## config.mk

```make
export PLATFORM = sky130hd
export DESIGN_NAME = free_segment_allocator
export DESIGN_NICKNAME = d
export VERILOG_FILES = /design/src/design/fsa_pkg.sv /design/src/design/free_segment_allocator.sv /design/src/design/fsa_seg_ram.sv
export SDC_FILE = /design/constraint.sdc
export NUM_CORES = 2
export LEC_CHECK = 0
export BUFFER_PORTS_ARGS = -buffer_cell sky130_fd_sc_hd__buf_4
export CORE_ASPECT_RATIO = 2
export CORE_MARGIN = 3
export CORE_UTILIZATION = 48
export DETAILED_ROUTE_END_ITERATION = 10
export PLACE_DENSITY = 0.65
export SYNTH_ARGS = -nofsm -noshare
export SYNTH_HDL_FRONTEND = slang
export SYNTH_SLANG_ARGS = --single-unit
```

## constraint.sdc

```tcl
create_clock -name clk -period 8.3 [get_ports clk]
set_input_delay 2.49 -clock clk [delete_from_list [all_inputs] [get_ports clk]]
set_output_delay 2.49 -clock clk [all_outputs]
set_load 0.005 [all_outputs]
```

## src/design/fsa_pkg.sv

```systemverilog
// Types and constants of the free segment allocator.
`default_nettype none
package fsa_pkg;
  localparam int SEG_SLOTS = 64;
  localparam int SLOT_W    = $clog2(SEG_SLOTS);
  localparam int CNT_W     = $clog2(SEG_SLOTS + 1);
  localparam logic [CNT_W-1:0] SLOTS_CNT = CNT_W'(SEG_SLOTS);

  localparam logic [16:0] HEAP_BYTES = 17'd65536;
  localparam logic [15:0] GROW_BYTES = 16'd4096;
  localparam logic [15:0] HDR_BYTES  = 16'd16;

  localparam logic [1:0] FIT_FIRST = 2'd0;
  localparam logic [1:0] FIT_BEST  = 2'd1;
  localparam logic [1:0] FIT_WORST = 2'd2;

  localparam logic REG_FIT   = 1'b0;
  localparam logic REG_LIMIT = 1'b1;

  typedef struct packed {
    logic [15:0] start;
    logic [15:0] size;
  } seg_t;

  typedef enum logic [1:0] {
    REQ_ALLOC = 2'd0,
    REQ_FREE  = 2'd1,
    REQ_INFO  = 2'd2,
    REQ_BAD   = 2'd3
  } req_t;

  typedef enum logic [1:0] {
    STAT_OK         = 2'd0,
    STAT_INVALID    = 2'd1,
    STAT_NO_SPACE   = 2'd2,
    STAT_TABLE_FULL = 2'd3
  } status_t;

  typedef enum logic [3:0] {
    S_IDLE,
    S_CHECK,
    S_ASCAN,
    S_AGROW,
    S_ATAKE,
    S_FSCAN,
    S_FDECIDE,
    S_SHDN,
    S_SHUP,
    S_ISCAN
  } state_t;
endpackage
`default_nettype wire

```

## src/design/free_segment_allocator.sv

```systemverilog
// Free segment allocator: top level with sequencer over the segment table RAM.
// An alloc scans the free segments (at most 64), may grow the heap and rescan, and may
//   then remove a used-up segment; info and free scan the same table.
// One request at a time; the table RAM's single read port sets the pace, one
//   entry per cycle for scans and shifts.
// Reset (synchronous) empties the table, zeroes heap size and both registers.
`default_nettype none
module free_segment_allocator (
  input  wire logic        clk,
  input  wire logic        rst,
  input  wire logic        start,
  output logic             busy,
  input  wire logic [1:0]  req_type,
  input  wire logic [15:0] req_size,
  input  wire logic [15:0] req_addr,
  output logic             done,
  output logic [1:0]       status,
  output logic [15:0]      grant_addr,
  output logic [15:0]      grant_size,
  output logic [16:0]      free_total,
  output logic [6:0]       chunk_count,
  output logic [16:0]      largest_free,
  output logic [16:0]      smallest_free,
  input  wire logic        cfg_we,
  input  wire logic        cfg_addr,
  input  wire logic [16:0] cfg_data
);
  import fsa_pkg::*;

  state_t state, state_next;
  logic [CNT_W-1:0] cnt, cnt_next;
  logic [16:0] heap_used, heap_used_next;
  logic [1:0]  fit_pol, fit_pol_next;
  logic [16:0] heap_lim, heap_lim_next;
  logic [1:0]  rq_type, rq_type_next;
  logic [15:0] rq_size, rq_size_next;
  logic [15:0] rq_addr, rq_addr_next;
  logic [CNT_W-1:0] rd_ptr, rd_ptr_next;
  logic rv, rv_next;
  logic [SLOT_W-1:0] ridx, ridx_next;
  logic hit, hit_next;
  logic grown, grown_next;
  logic [SLOT_W-1:0] pick_idx, pick_idx_next;
  seg_t pick_seg, pick_seg_next;
  seg_t tail_seg, tail_seg_next;
  seg_t prev_seg, prev_seg_next;
  logic [CNT_W-1:0] pidx, pidx_next;
  logic [CNT_W-1:0] sh_end, sh_end_next;
  logic done_next;
  logic [1:0]  status_next;
  logic [15:0] grant_addr_next, grant_size_next;
  logic [16:0] free_total_next, largest_free_next, smallest_free_next;
  logic [6:0]  chunk_count_next;

  logic mem_re, mem_we;
  logic [SLOT_W-1:0] mem_raddr, mem_waddr;
  seg_t mem_wdata;
  logic [$bits(seg_t)-1:0] mem_rdata;
  seg_t rd_seg;

  logic [15:0] fstart;
  logic [16:0] fend;
  logic [16:0] lim;
  logic [17:0] grow_sum, tail_end, prev_end;
  logic tail_merge, split, fits, scan_done, take;
  logic has_prev, ovl, mprev, mnext;
  logic [CNT_W-1:0] rd_prev, pidx_dec;

  fsa_seg_ram #(.DEPTH(SEG_SLOTS), .WIDTH($bits(seg_t))) u_ram (
    .clk  (clk),
    .we   (mem_we),
    .waddr(mem_waddr),
    .wdata(mem_wdata),
    .re   (mem_re),
    .raddr(mem_raddr),
    .rdata(mem_rdata)
  );

  assign rd_seg     = mem_rdata;
  assign busy       = (state != S_IDLE);
  assign fstart     = rq_addr - HDR_BYTES;
  assign fend       = {1'b0, rq_addr} + {1'b0, rq_size};
  assign lim        = (heap_lim == 17'd0 || heap_lim > HEAP_BYTES) ? HEAP_BYTES : heap_lim;
  assign grow_sum   = {1'b0, heap_used} + {2'b0, GROW_BYTES};
  assign tail_end   = {2'b0, tail_seg.start} + {2'b0, HDR_BYTES} + {2'b0, tail_seg.size};
  assign tail_merge = (cnt != '0) && (tail_end == {1'b0, heap_used});
  assign prev_end   = {2'b0, prev_seg.start} + {2'b0, HDR_BYTES} + {2'b0, prev_seg.size};
  assign split      = {1'b0, pick_seg.size} > ({1'b0, rq_size} + {1'b0, HDR_BYTES});
  assign fits       = rd_seg.size >= rq_size;
  assign scan_done  = (rd_ptr >= cnt) && !rv;
  assign rd_prev    = rd_ptr - 1'b1;
  assign pidx_dec   = pidx - 1'b1;
  assign has_prev   = (pidx != '0);
  assign ovl        = (has_prev && prev_end > {2'b0, fstart}) ||
                      (hit && fend > {1'b0, pick_seg.start});
  assign mprev      = has_prev && (prev_end == {2'b0, fstart});
  assign mnext      = hit && ({1'b0, pick_seg.start} == fend);

  always_comb begin
    case (fit_pol)
      FIT_BEST:  take = fits && (!hit || rd_seg.size < pick_seg.size);
      FIT_WORST: take = fits && (!hit || rd_seg.size > pick_seg.size);
      default:   take = fits && !hit;
    endcase
  end

  always_comb begin
    state_next         = state;
    cnt_next           = cnt;
    heap_used_next     = heap_used;
    fit_pol_next       = fit_pol;
    heap_lim_next      = heap_lim;
    rq_type_next       = rq_type;
    rq_size_next       = rq_size;
    rq_addr_next       = rq_addr;
    rd_ptr_next        = rd_ptr;
    hit_next           = hit;
    grown_next         = grown;
    pick_idx_next      = pick_idx;
    pick_seg_next      = pick_seg;
    tail_seg_next      = tail_seg;
    prev_seg_next      = prev_seg;
    pidx_next          = pidx;
    sh_end_next        = sh_end;
    done_next          = 1'b0;
    status_next        = status;
    grant_addr_next    = grant_addr;
    grant_size_next    = grant_size;
    free_total_next    = free_total;
    chunk_count_next   = chunk_count;
    largest_free_next  = largest_free;
    smallest_free_next = smallest_free;
    mem_re             = 1'b0;
    mem_raddr          = rd_ptr[SLOT_W-1:0];
    mem_we             = 1'b0;
    mem_waddr          = ridx;
    mem_wdata          = rd_seg;

    unique case (state)
      S_IDLE: begin
        if (cfg_we) begin
          unique case (cfg_addr)
            REG_FIT:   fit_pol_next = cfg_data[1:0];
            REG_LIMIT: heap_lim_next = cfg_data;
          endcase
          cnt_next       = '0;
          heap_used_next = '0;
        end
        if (start) begin
          rq_type_next       = req_type;
          rq_size_next       = req_size;
          rq_addr_next       = req_addr;
          status_next        = STAT_OK;
          grant_addr_next    = '0;
          grant_size_next    = '0;
          free_total_next    = '0;
          chunk_count_next   = '0;
          largest_free_next  = '0;
          smallest_free_next = '0;
          state_next         = S_CHECK;
        end
      end

      S_CHECK: begin
        rd_ptr_next = '0;
        hit_next    = 1'b0;
        grown_next  = 1'b0;
        unique case (rq_type)
          REQ_ALLOC: begin
            if (rq_size == '0) begin
              status_next = STAT_INVALID;
              done_next   = 1'b1;
              state_next  = S_IDLE;
            end else begin
              state_next = S_ASCAN;
            end
          end
          REQ_FREE: begin
            if (rq_addr == '0) begin
              done_next  = 1'b1;
              state_next = S_IDLE;
            end else if (rq_size == '0 || rq_addr < HDR_BYTES || fend > heap_used) begin
              status_next = STAT_INVALID;
              done_next   = 1'b1;
              state_next  = S_IDLE;
            end else begin
              state_next = S_FSCAN;
            end
          end
          REQ_INFO: state_next = S_ISCAN;
          default: begin
            status_next = STAT_INVALID;
            done_next   = 1'b1;
            state_next  = S_IDLE;
          end
        endcase
      end

      S_ASCAN: begin
        if (rd_ptr < cnt) begin
          mem_re      = 1'b1;
          rd_ptr_next = rd_ptr + 1'b1;
        end
        if (rv) begin
          tail_seg_next = rd_seg;
          if (take) begin
            hit_next      = 1'b1;
            pick_idx_next = ridx;
            pick_seg_next = rd_seg;
          end
        end
        if (scan_done) begin
          if (hit) begin
            state_next = S_ATAKE;
          end else if (grown) begin
            status_next = STAT_NO_SPACE;
            done_next   = 1'b1;
            state_next  = S_IDLE;
          end else begin
            state_next = S_AGROW;
          end
        end
      end

      S_AGROW: begin
        if (grow_sum > {1'b0, lim}) begin
          status_next = STAT_NO_SPACE;
          done_next   = 1'b1;
          state_next  = S_IDLE;
        end else if (!tail_merge && cnt >= SLOTS_CNT) begin
          status_next = STAT_TABLE_FULL;
          done_next   = 1'b1;
          state_next  = S_IDLE;
        end else begin
          mem_we = 1'b1;
          if (tail_merge) begin
            mem_waddr = cnt[SLOT_W-1:0] - 1'b1;
            mem_wdata = '{start: tail_seg.start, size: tail_seg.size + GROW_BYTES};
          end else begin
            mem_waddr = cnt[SLOT_W-1:0];
            mem_wdata = '{start: heap_used[15:0], size: GROW_BYTES - HDR_BYTES};
            cnt_next  = cnt + 1'b1;
          end
          heap_used_next = grow_sum[16:0];
          grown_next     = 1'b1;
          rd_ptr_next    = '0;
          hit_next       = 1'b0;
          state_next     = S_ASCAN;
        end
      end

      S_ATAKE: begin
        grant_addr_next = pick_seg.start + HDR_BYTES;
        if (split) begin
          mem_we          = 1'b1;
          mem_waddr       = pick_idx;
          mem_wdata       = '{start: pick_seg.start + HDR_BYTES + rq_size,
                              size:  pick_seg.size - rq_size - HDR_BYTES};
          grant_size_next = rq_size;
          done_next       = 1'b1;
          state_next      = S_IDLE;
        end else begin
          grant_size_next = pick_seg.size;
          rd_ptr_next     = {1'b0, pick_idx} + 1'b1;
          sh_end_next     = cnt;
          state_next      = S_SHDN;
        end
      end

      S_FSCAN: begin
        if (rd_ptr < cnt && !hit) begin
          mem_re      = 1'b1;
          rd_ptr_next = rd_ptr + 1'b1;
        end
        if (rv && !hit) begin
          if (rd_seg.start > fstart) begin
            hit_next      = 1'b1;
            pidx_next     = {1'b0, ridx};
            pick_seg_next = rd_seg;
          end else begin
            prev_seg_next = rd_seg;
          end
        end
        if (hit) begin
          state_next = S_FDECIDE;
        end else if (scan_done) begin
          pidx_next  = cnt;
          state_next = S_FDECIDE;
        end
      end

      S_FDECIDE: begin
        if (ovl) begin
          status_next = STAT_INVALID;
          done_next   = 1'b1;
          state_next  = S_IDLE;
        end else if (mprev && mnext) begin
          mem_we      = 1'b1;
          mem_waddr   = pidx_dec[SLOT_W-1:0];
          mem_wdata   = '{start: prev_seg.start,
                          size: prev_seg.size + HDR_BYTES + rq_size + HDR_BYTES +
                                pick_seg.size};
          rd_ptr_next = pidx + 1'b1;
          sh_end_next = cnt;
          state_next  = S_SHDN;
        end else if (mprev) begin
          mem_we     = 1'b1;
          mem_waddr  = pidx_dec[SLOT_W-1:0];
          mem_wdata  = '{start: prev_seg.start, size: prev_seg.size + HDR_BYTES + rq_size};
          done_next  = 1'b1;
          state_next = S_IDLE;
        end else if (mnext) begin
          mem_we     = 1'b1;
          mem_waddr  = pidx[SLOT_W-1:0];
          mem_wdata  = '{start: fstart, size: pick_seg.size + HDR_BYTES + rq_size};
          done_next  = 1'b1;
          state_next = S_IDLE;
        end else if (cnt >= SLOTS_CNT) begin
          status_next = STAT_TABLE_FULL;
          done_next   = 1'b1;
          state_next  = S_IDLE;
        end else begin
          rd_ptr_next = cnt;
          sh_end_next = pidx;
          state_next  = S_SHUP;
        end
      end

      S_SHDN: begin
        if (rd_ptr < sh_end) begin
          mem_re      = 1'b1;
          rd_ptr_next = rd_ptr + 1'b1;
        end
        if (rv) begin
          mem_we    = 1'b1;
          mem_waddr = ridx - 1'b1;
        end
        if (rd_ptr >= sh_end && !rv) begin
          cnt_next   = cnt - 1'b1;
          done_next  = 1'b1;
          state_next = S_IDLE;
        end
      end

      S_SHUP: begin
        if (rd_ptr > sh_end) begin
          mem_re      = 1'b1;
          mem_raddr   = rd_prev[SLOT_W-1:0];
          rd_ptr_next = rd_prev;
        end
        if (rv) begin
          mem_we    = 1'b1;
          mem_waddr = ridx + 1'b1;
        end
        if (rd_ptr <= sh_end && !rv) begin
          mem_we     = 1'b1;
          mem_waddr  = pidx[SLOT_W-1:0];
          mem_wdata  = '{start: fstart, size: rq_size};
          cnt_next   = cnt + 1'b1;
          done_next  = 1'b1;
          state_next = S_IDLE;
        end
      end

      S_ISCAN: begin
        if (rd_ptr < cnt) begin
          mem_re      = 1'b1;
          rd_ptr_next = rd_ptr + 1'b1;
        end
        if (rv) begin
          free_total_next  = free_total + {1'b0, rd_seg.size};
          chunk_count_next = chunk_count + 1'b1;
          if ({1'b0, rd_seg.size} > largest_free) begin
            largest_free_next = {1'b0, rd_seg.size};
          end
          if (smallest_free == '0 || {1'b0, rd_seg.size} < smallest_free) begin
            smallest_free_next = {1'b0, rd_seg.size};
          end
        end
        if (scan_done) begin
          done_next  = 1'b1;
          state_next = S_IDLE;
        end
      end

      default: state_next = S_IDLE;
    endcase
  end

  always_ff @(posedge clk) begin
    if (rst) begin
      state     <= S_IDLE;
      cnt       <= '0;
      heap_used <= '0;
      fit_pol   <= FIT_FIRST;
      heap_lim  <= '0;
      rv        <= 1'b0;
      hit       <= 1'b0;
      grown     <= 1'b0;
      done      <= 1'b0;
    end else begin
      state     <= state_next;
      cnt       <= cnt_next;
      heap_used <= heap_used_next;
      fit_pol   <= fit_pol_next;
      heap_lim  <= heap_lim_next;
      rv        <= rv_next;
      hit       <= hit_next;
      grown     <= grown_next;
      done      <= done_next;
    end
  end

  assign rv_next   = mem_re;
  assign ridx_next = mem_raddr;

  always_ff @(posedge clk) begin
    rq_type       <= rq_type_next;
    rq_size       <= rq_size_next;
    rq_addr       <= rq_addr_next;
    rd_ptr        <= rd_ptr_next;
    ridx          <= ridx_next;
    pick_idx      <= pick_idx_next;
    pick_seg      <= pick_seg_next;
    tail_seg      <= tail_seg_next;
    prev_seg      <= prev_seg_next;
    pidx          <= pidx_next;
    sh_end        <= sh_end_next;
    status        <= status_next;
    grant_addr    <= grant_addr_next;
    grant_size    <= grant_size_next;
    free_total    <= free_total_next;
    chunk_count   <= chunk_count_next;
    largest_free  <= largest_free_next;
    smallest_free <= smallest_free_next;
  end
endmodule
`default_nettype wire

```

## src/design/fsa_seg_ram.sv

```systemverilog
// Single-port-write, registered-read RAM for the segment table.
`default_nettype none
module fsa_seg_ram #(
  parameter int DEPTH = 64,
  parameter int WIDTH = 32
) (
  input  wire logic                     clk,
  input  wire logic                     we,
  input  wire logic [$clog2(DEPTH)-1:0] waddr,
  input  wire logic [WIDTH-1:0]         wdata,
  input  wire logic                     re,
  input  wire logic [$clog2(DEPTH)-1:0] raddr,
  output logic      [WIDTH-1:0]         rdata
);
  logic [WIDTH-1:0] mem [DEPTH];

  always_ff @(posedge clk) begin
    if (we) begin
      mem[waddr] <= wdata;
    end
  end

  always_ff @(posedge clk) begin
    if (re) begin
      rdata <= mem[raddr];
    end
  end
endmodule
`default_nettype wire

```

==> impl_metrics.json <==
{
  "synthFlopType": "edfxtp_1",
  "crit_path_frequent_cell": "a21oi_1",
  "ctsResizeCount": 0,
  "async_reset_ff_share_pct": 0,
  "ctsRootBufferMaster": "clkbuf_16",
  "cts_tree": "built",
  "grt_overflow": 0,
  "synth_top_area_cell": "edfxtp_1",
  "vias": 60250,
  "synth_edf_count": 2327,
  "numCtsBuffers": 206,
  "cp.arrival_ns": 8.34,
  "rsz0062_at_grt": "false",
  "drc": 0,
  "dr.pass1.iters": 6,
  "ys_ff_latch": 2372,
  "synth.distinct_cells": 97,
  "num_rows": 241,
  "skew_ns": 0.05695,
  "wl_um": 328700,
  "tightest_slew_ns": 1.571,
  "clk_path_buf_depth": 4,
  "mostFrequentLayoutCell": "edfxtp_1",
  "clkTransAtPathRegs_ns": 0.07,
  "cp_slowest_cell": "or3b_1",
  "power_density_nw_per_um2": 355.4,
  "dieArea_um2": 224000,
  "grt_first_pass_wirelength_um": 460600,
  "cts_sinks": 2372,
  "status": "finished with violations",
  "slew_headroom_pct": -4.753,
  "insertion_delay_ns": 0.88,
  "fin_tns_setup_ns": 0,
  "core-area_um2": 216200,
  "synth_area_leaders": "edfxtp_1 67%, mux4_2 11%, ha_1 4.7%, mux2i_1 2.6%, a21oi_1 1.1%",
  "synth_area_um2": 104700,
  "synth_area_per_cell_um2": 16.99,
  "max_stage_delay_ns": 0.60,
  "setup_viol": 0,
  "synth_top_area_share_pct": 66.77,
  "post_cts_buffers": 0,
  "power_uw": 42230,
  "drt_iter0_markers": 5640,
  "grt_max_degree": 97,
  "finalHoldViolations": 0,
  "fillers": 16790,
  "failed_checks": "capacitance limit, slew limit",
  "dp_hpwl_um": 223500,
  "cp.required_ns": 8.81,
  "nets": 6980,
  "hold_buffers": 0,
  "antenna_found_initial": 40,
  "die_w_um": 336.2,
  "viasPerCell": 6.289,
  "fin_crit_sh_pct": 94.29,
  "endpoint_kind": "flip-flop",
  "grt_pass1_vias": 61460,
  "gp_congestion": 0.9919,
  "cap_violations": 1,
  "initial_utilization_pct": 48.40,
  "syn_inst": 6158,
  "htreeDepth": 4,
  "crit_type": "flip-flop to flip-flop",
  "min_period_ns": 7.826,
  "vdd_ir_drop_max_v": 0.0002573,
  "grt_use_total_pct": 29.41,
  "ys_seq_area_share_pct": 67.63,
  "final_cell_mix": "2327 x edfxtp_1, 512 x mux4_2, 394 x ha_1, 337 x buf_4, 272 x mux2i_1",
  "drive_gt1_share_pct": 20.64,
  "fmaxAchievable_mhz": 127.8,
  "drtAntennaViolNets": 0,
  "area_delta_synth_final_pct": 13.55,
  "hold_class": "flip-flop to flip-flop",
  "drt-wirelength-per-cell_um": 34.31,
  "io_buffers": 147,
  "power.leakage_uw": 0.04061,
  "start_kind": "flip-flop",
  "ys_warn_count": 0,
  "ios": 150,
  "slew_viol_final": 10,
  "critPathMaxFanout": 32,
  "die_h_um": 666.3
}
cell type report:
type                            instances  area [um2]  share of cell area, %
Clock inverter                        126        1419                  1.194
Timing Repair Buffer                  410        3999                  3.365
Multi-Input combinational cell       3300       32680                  27.50
Sequential cell                      2372       70780                  59.56
Tap cell                             2794        3496                  2.942
Clock buffer                          246        5336                  4.491
Antenna cell                          104       260.3                 0.2190
Inverter                              228       863.3                 0.7265
state kept, by name, indices dropped and copies added (netlist names), 6 cells and up:
register / flops
largest_free: 16
pidx: 7
smallest_free: 16
heap_lim: 17
grant_addr: 16
u_ram.mem: 2048
ridx: 6
rq_size: 16
cnt: 7
tail_seg: 32
pick_idx: 6
prev_seg: 32
rd_ptr: 7
free_total: 17
rq_addr: 16
chunk_count: 7
pick_seg: 32
u_ram.rdata: 32
sh_end: 7
grant_size: 16
critical path: cells and delay by family, from the launching register on:
family | cells | cell delay, ns
compound gates | 13 | 3.16
xor+xnor | 1 | 0.15
fa+ha+maj | 2 | 0.65
buf+inv | 2 | 0.53
flops | 1 | 0.49
mux | 1 | 0.22
simple gates | 7 | 2.14
synthesized netlist by cell type, drive strengths merged, types with 28 or more instances:
master	count
nor3	65
inv	227
dfxtp	45
or4	39
and3	35
nand3	97
a21o	66
nand2b	35
nand2	262
nor2	277
and2	49
nor4	30
a31oi	28
clkbuf	162
nand4	28
o22ai	147
xor2	54
o21a	36
edfxtp	2327
buf	97
xnor2	125
mux4	512
a21oi	226
nor2b	38
o21ai	170
ha	394
o211ai	32
mux2i	273
metal layers:
metal	vias to the layer above	wire length (um)	global-route usage [%]
met5	-	97	0
met4	14	36080	27.82
met3	944	17790	4.435
met2	2607	171900	51.21
met1	31140	102800	29.87
li1	25540	-	-
per-stage QoR:
stage	worst slack [ns]	cells	hold WS, ns	instance area (um2)	utilization, %
global placement	0.5692	9103	0.4434	111800	51.70
global route	0.03355	9549	0.4806	118800	54.93
CTS	0.5462	9475	0.4581	118500	54.82
finish	0.4742	9580	0.4578	118800	54.96
detailed placement	0.6428	9103	0.4471	111800	51.70
floorplan	0.2494	6159	0.4064	104700	-
power by group:
| group | internal, uW | switching, uW | total (uW) |
|---|---|---|---|
| sequential | 15600 | 497 | 16100 |
| clock | 5500 | 4350 | 9860 |
| combinational | 5770 | 10500 | 16300 |
path summary, 6_finish.rpt:
path | from | end | slack, ns | depth (start not counted)
setup reg to reg | rq_addr[1] | u_ram.mem[63][7] | 0.47 | 26
setup / recovery | rq_addr[1] | u_ram.mem[63][7] | 0.47 | 26
hold reg to reg | heap_lim[1] | heap_lim[1] | 0.46 | 2
hold / removal | heap_lim[1] | heap_lim[1] | 0.46 | 2
cell families after synthesis:
kind of cell	count (synthesis)	share of synthesized area (%)
other cells	1	0.003583
mux	793	13.72
simple gates	1022	4.817
fa+ha+maj	406	4.940
buf+inv	487	1.846
compound gates	898	5.544
xor+xnor	179	1.498
flops	2372	67.63
Power figures use the tool's default switching activity.
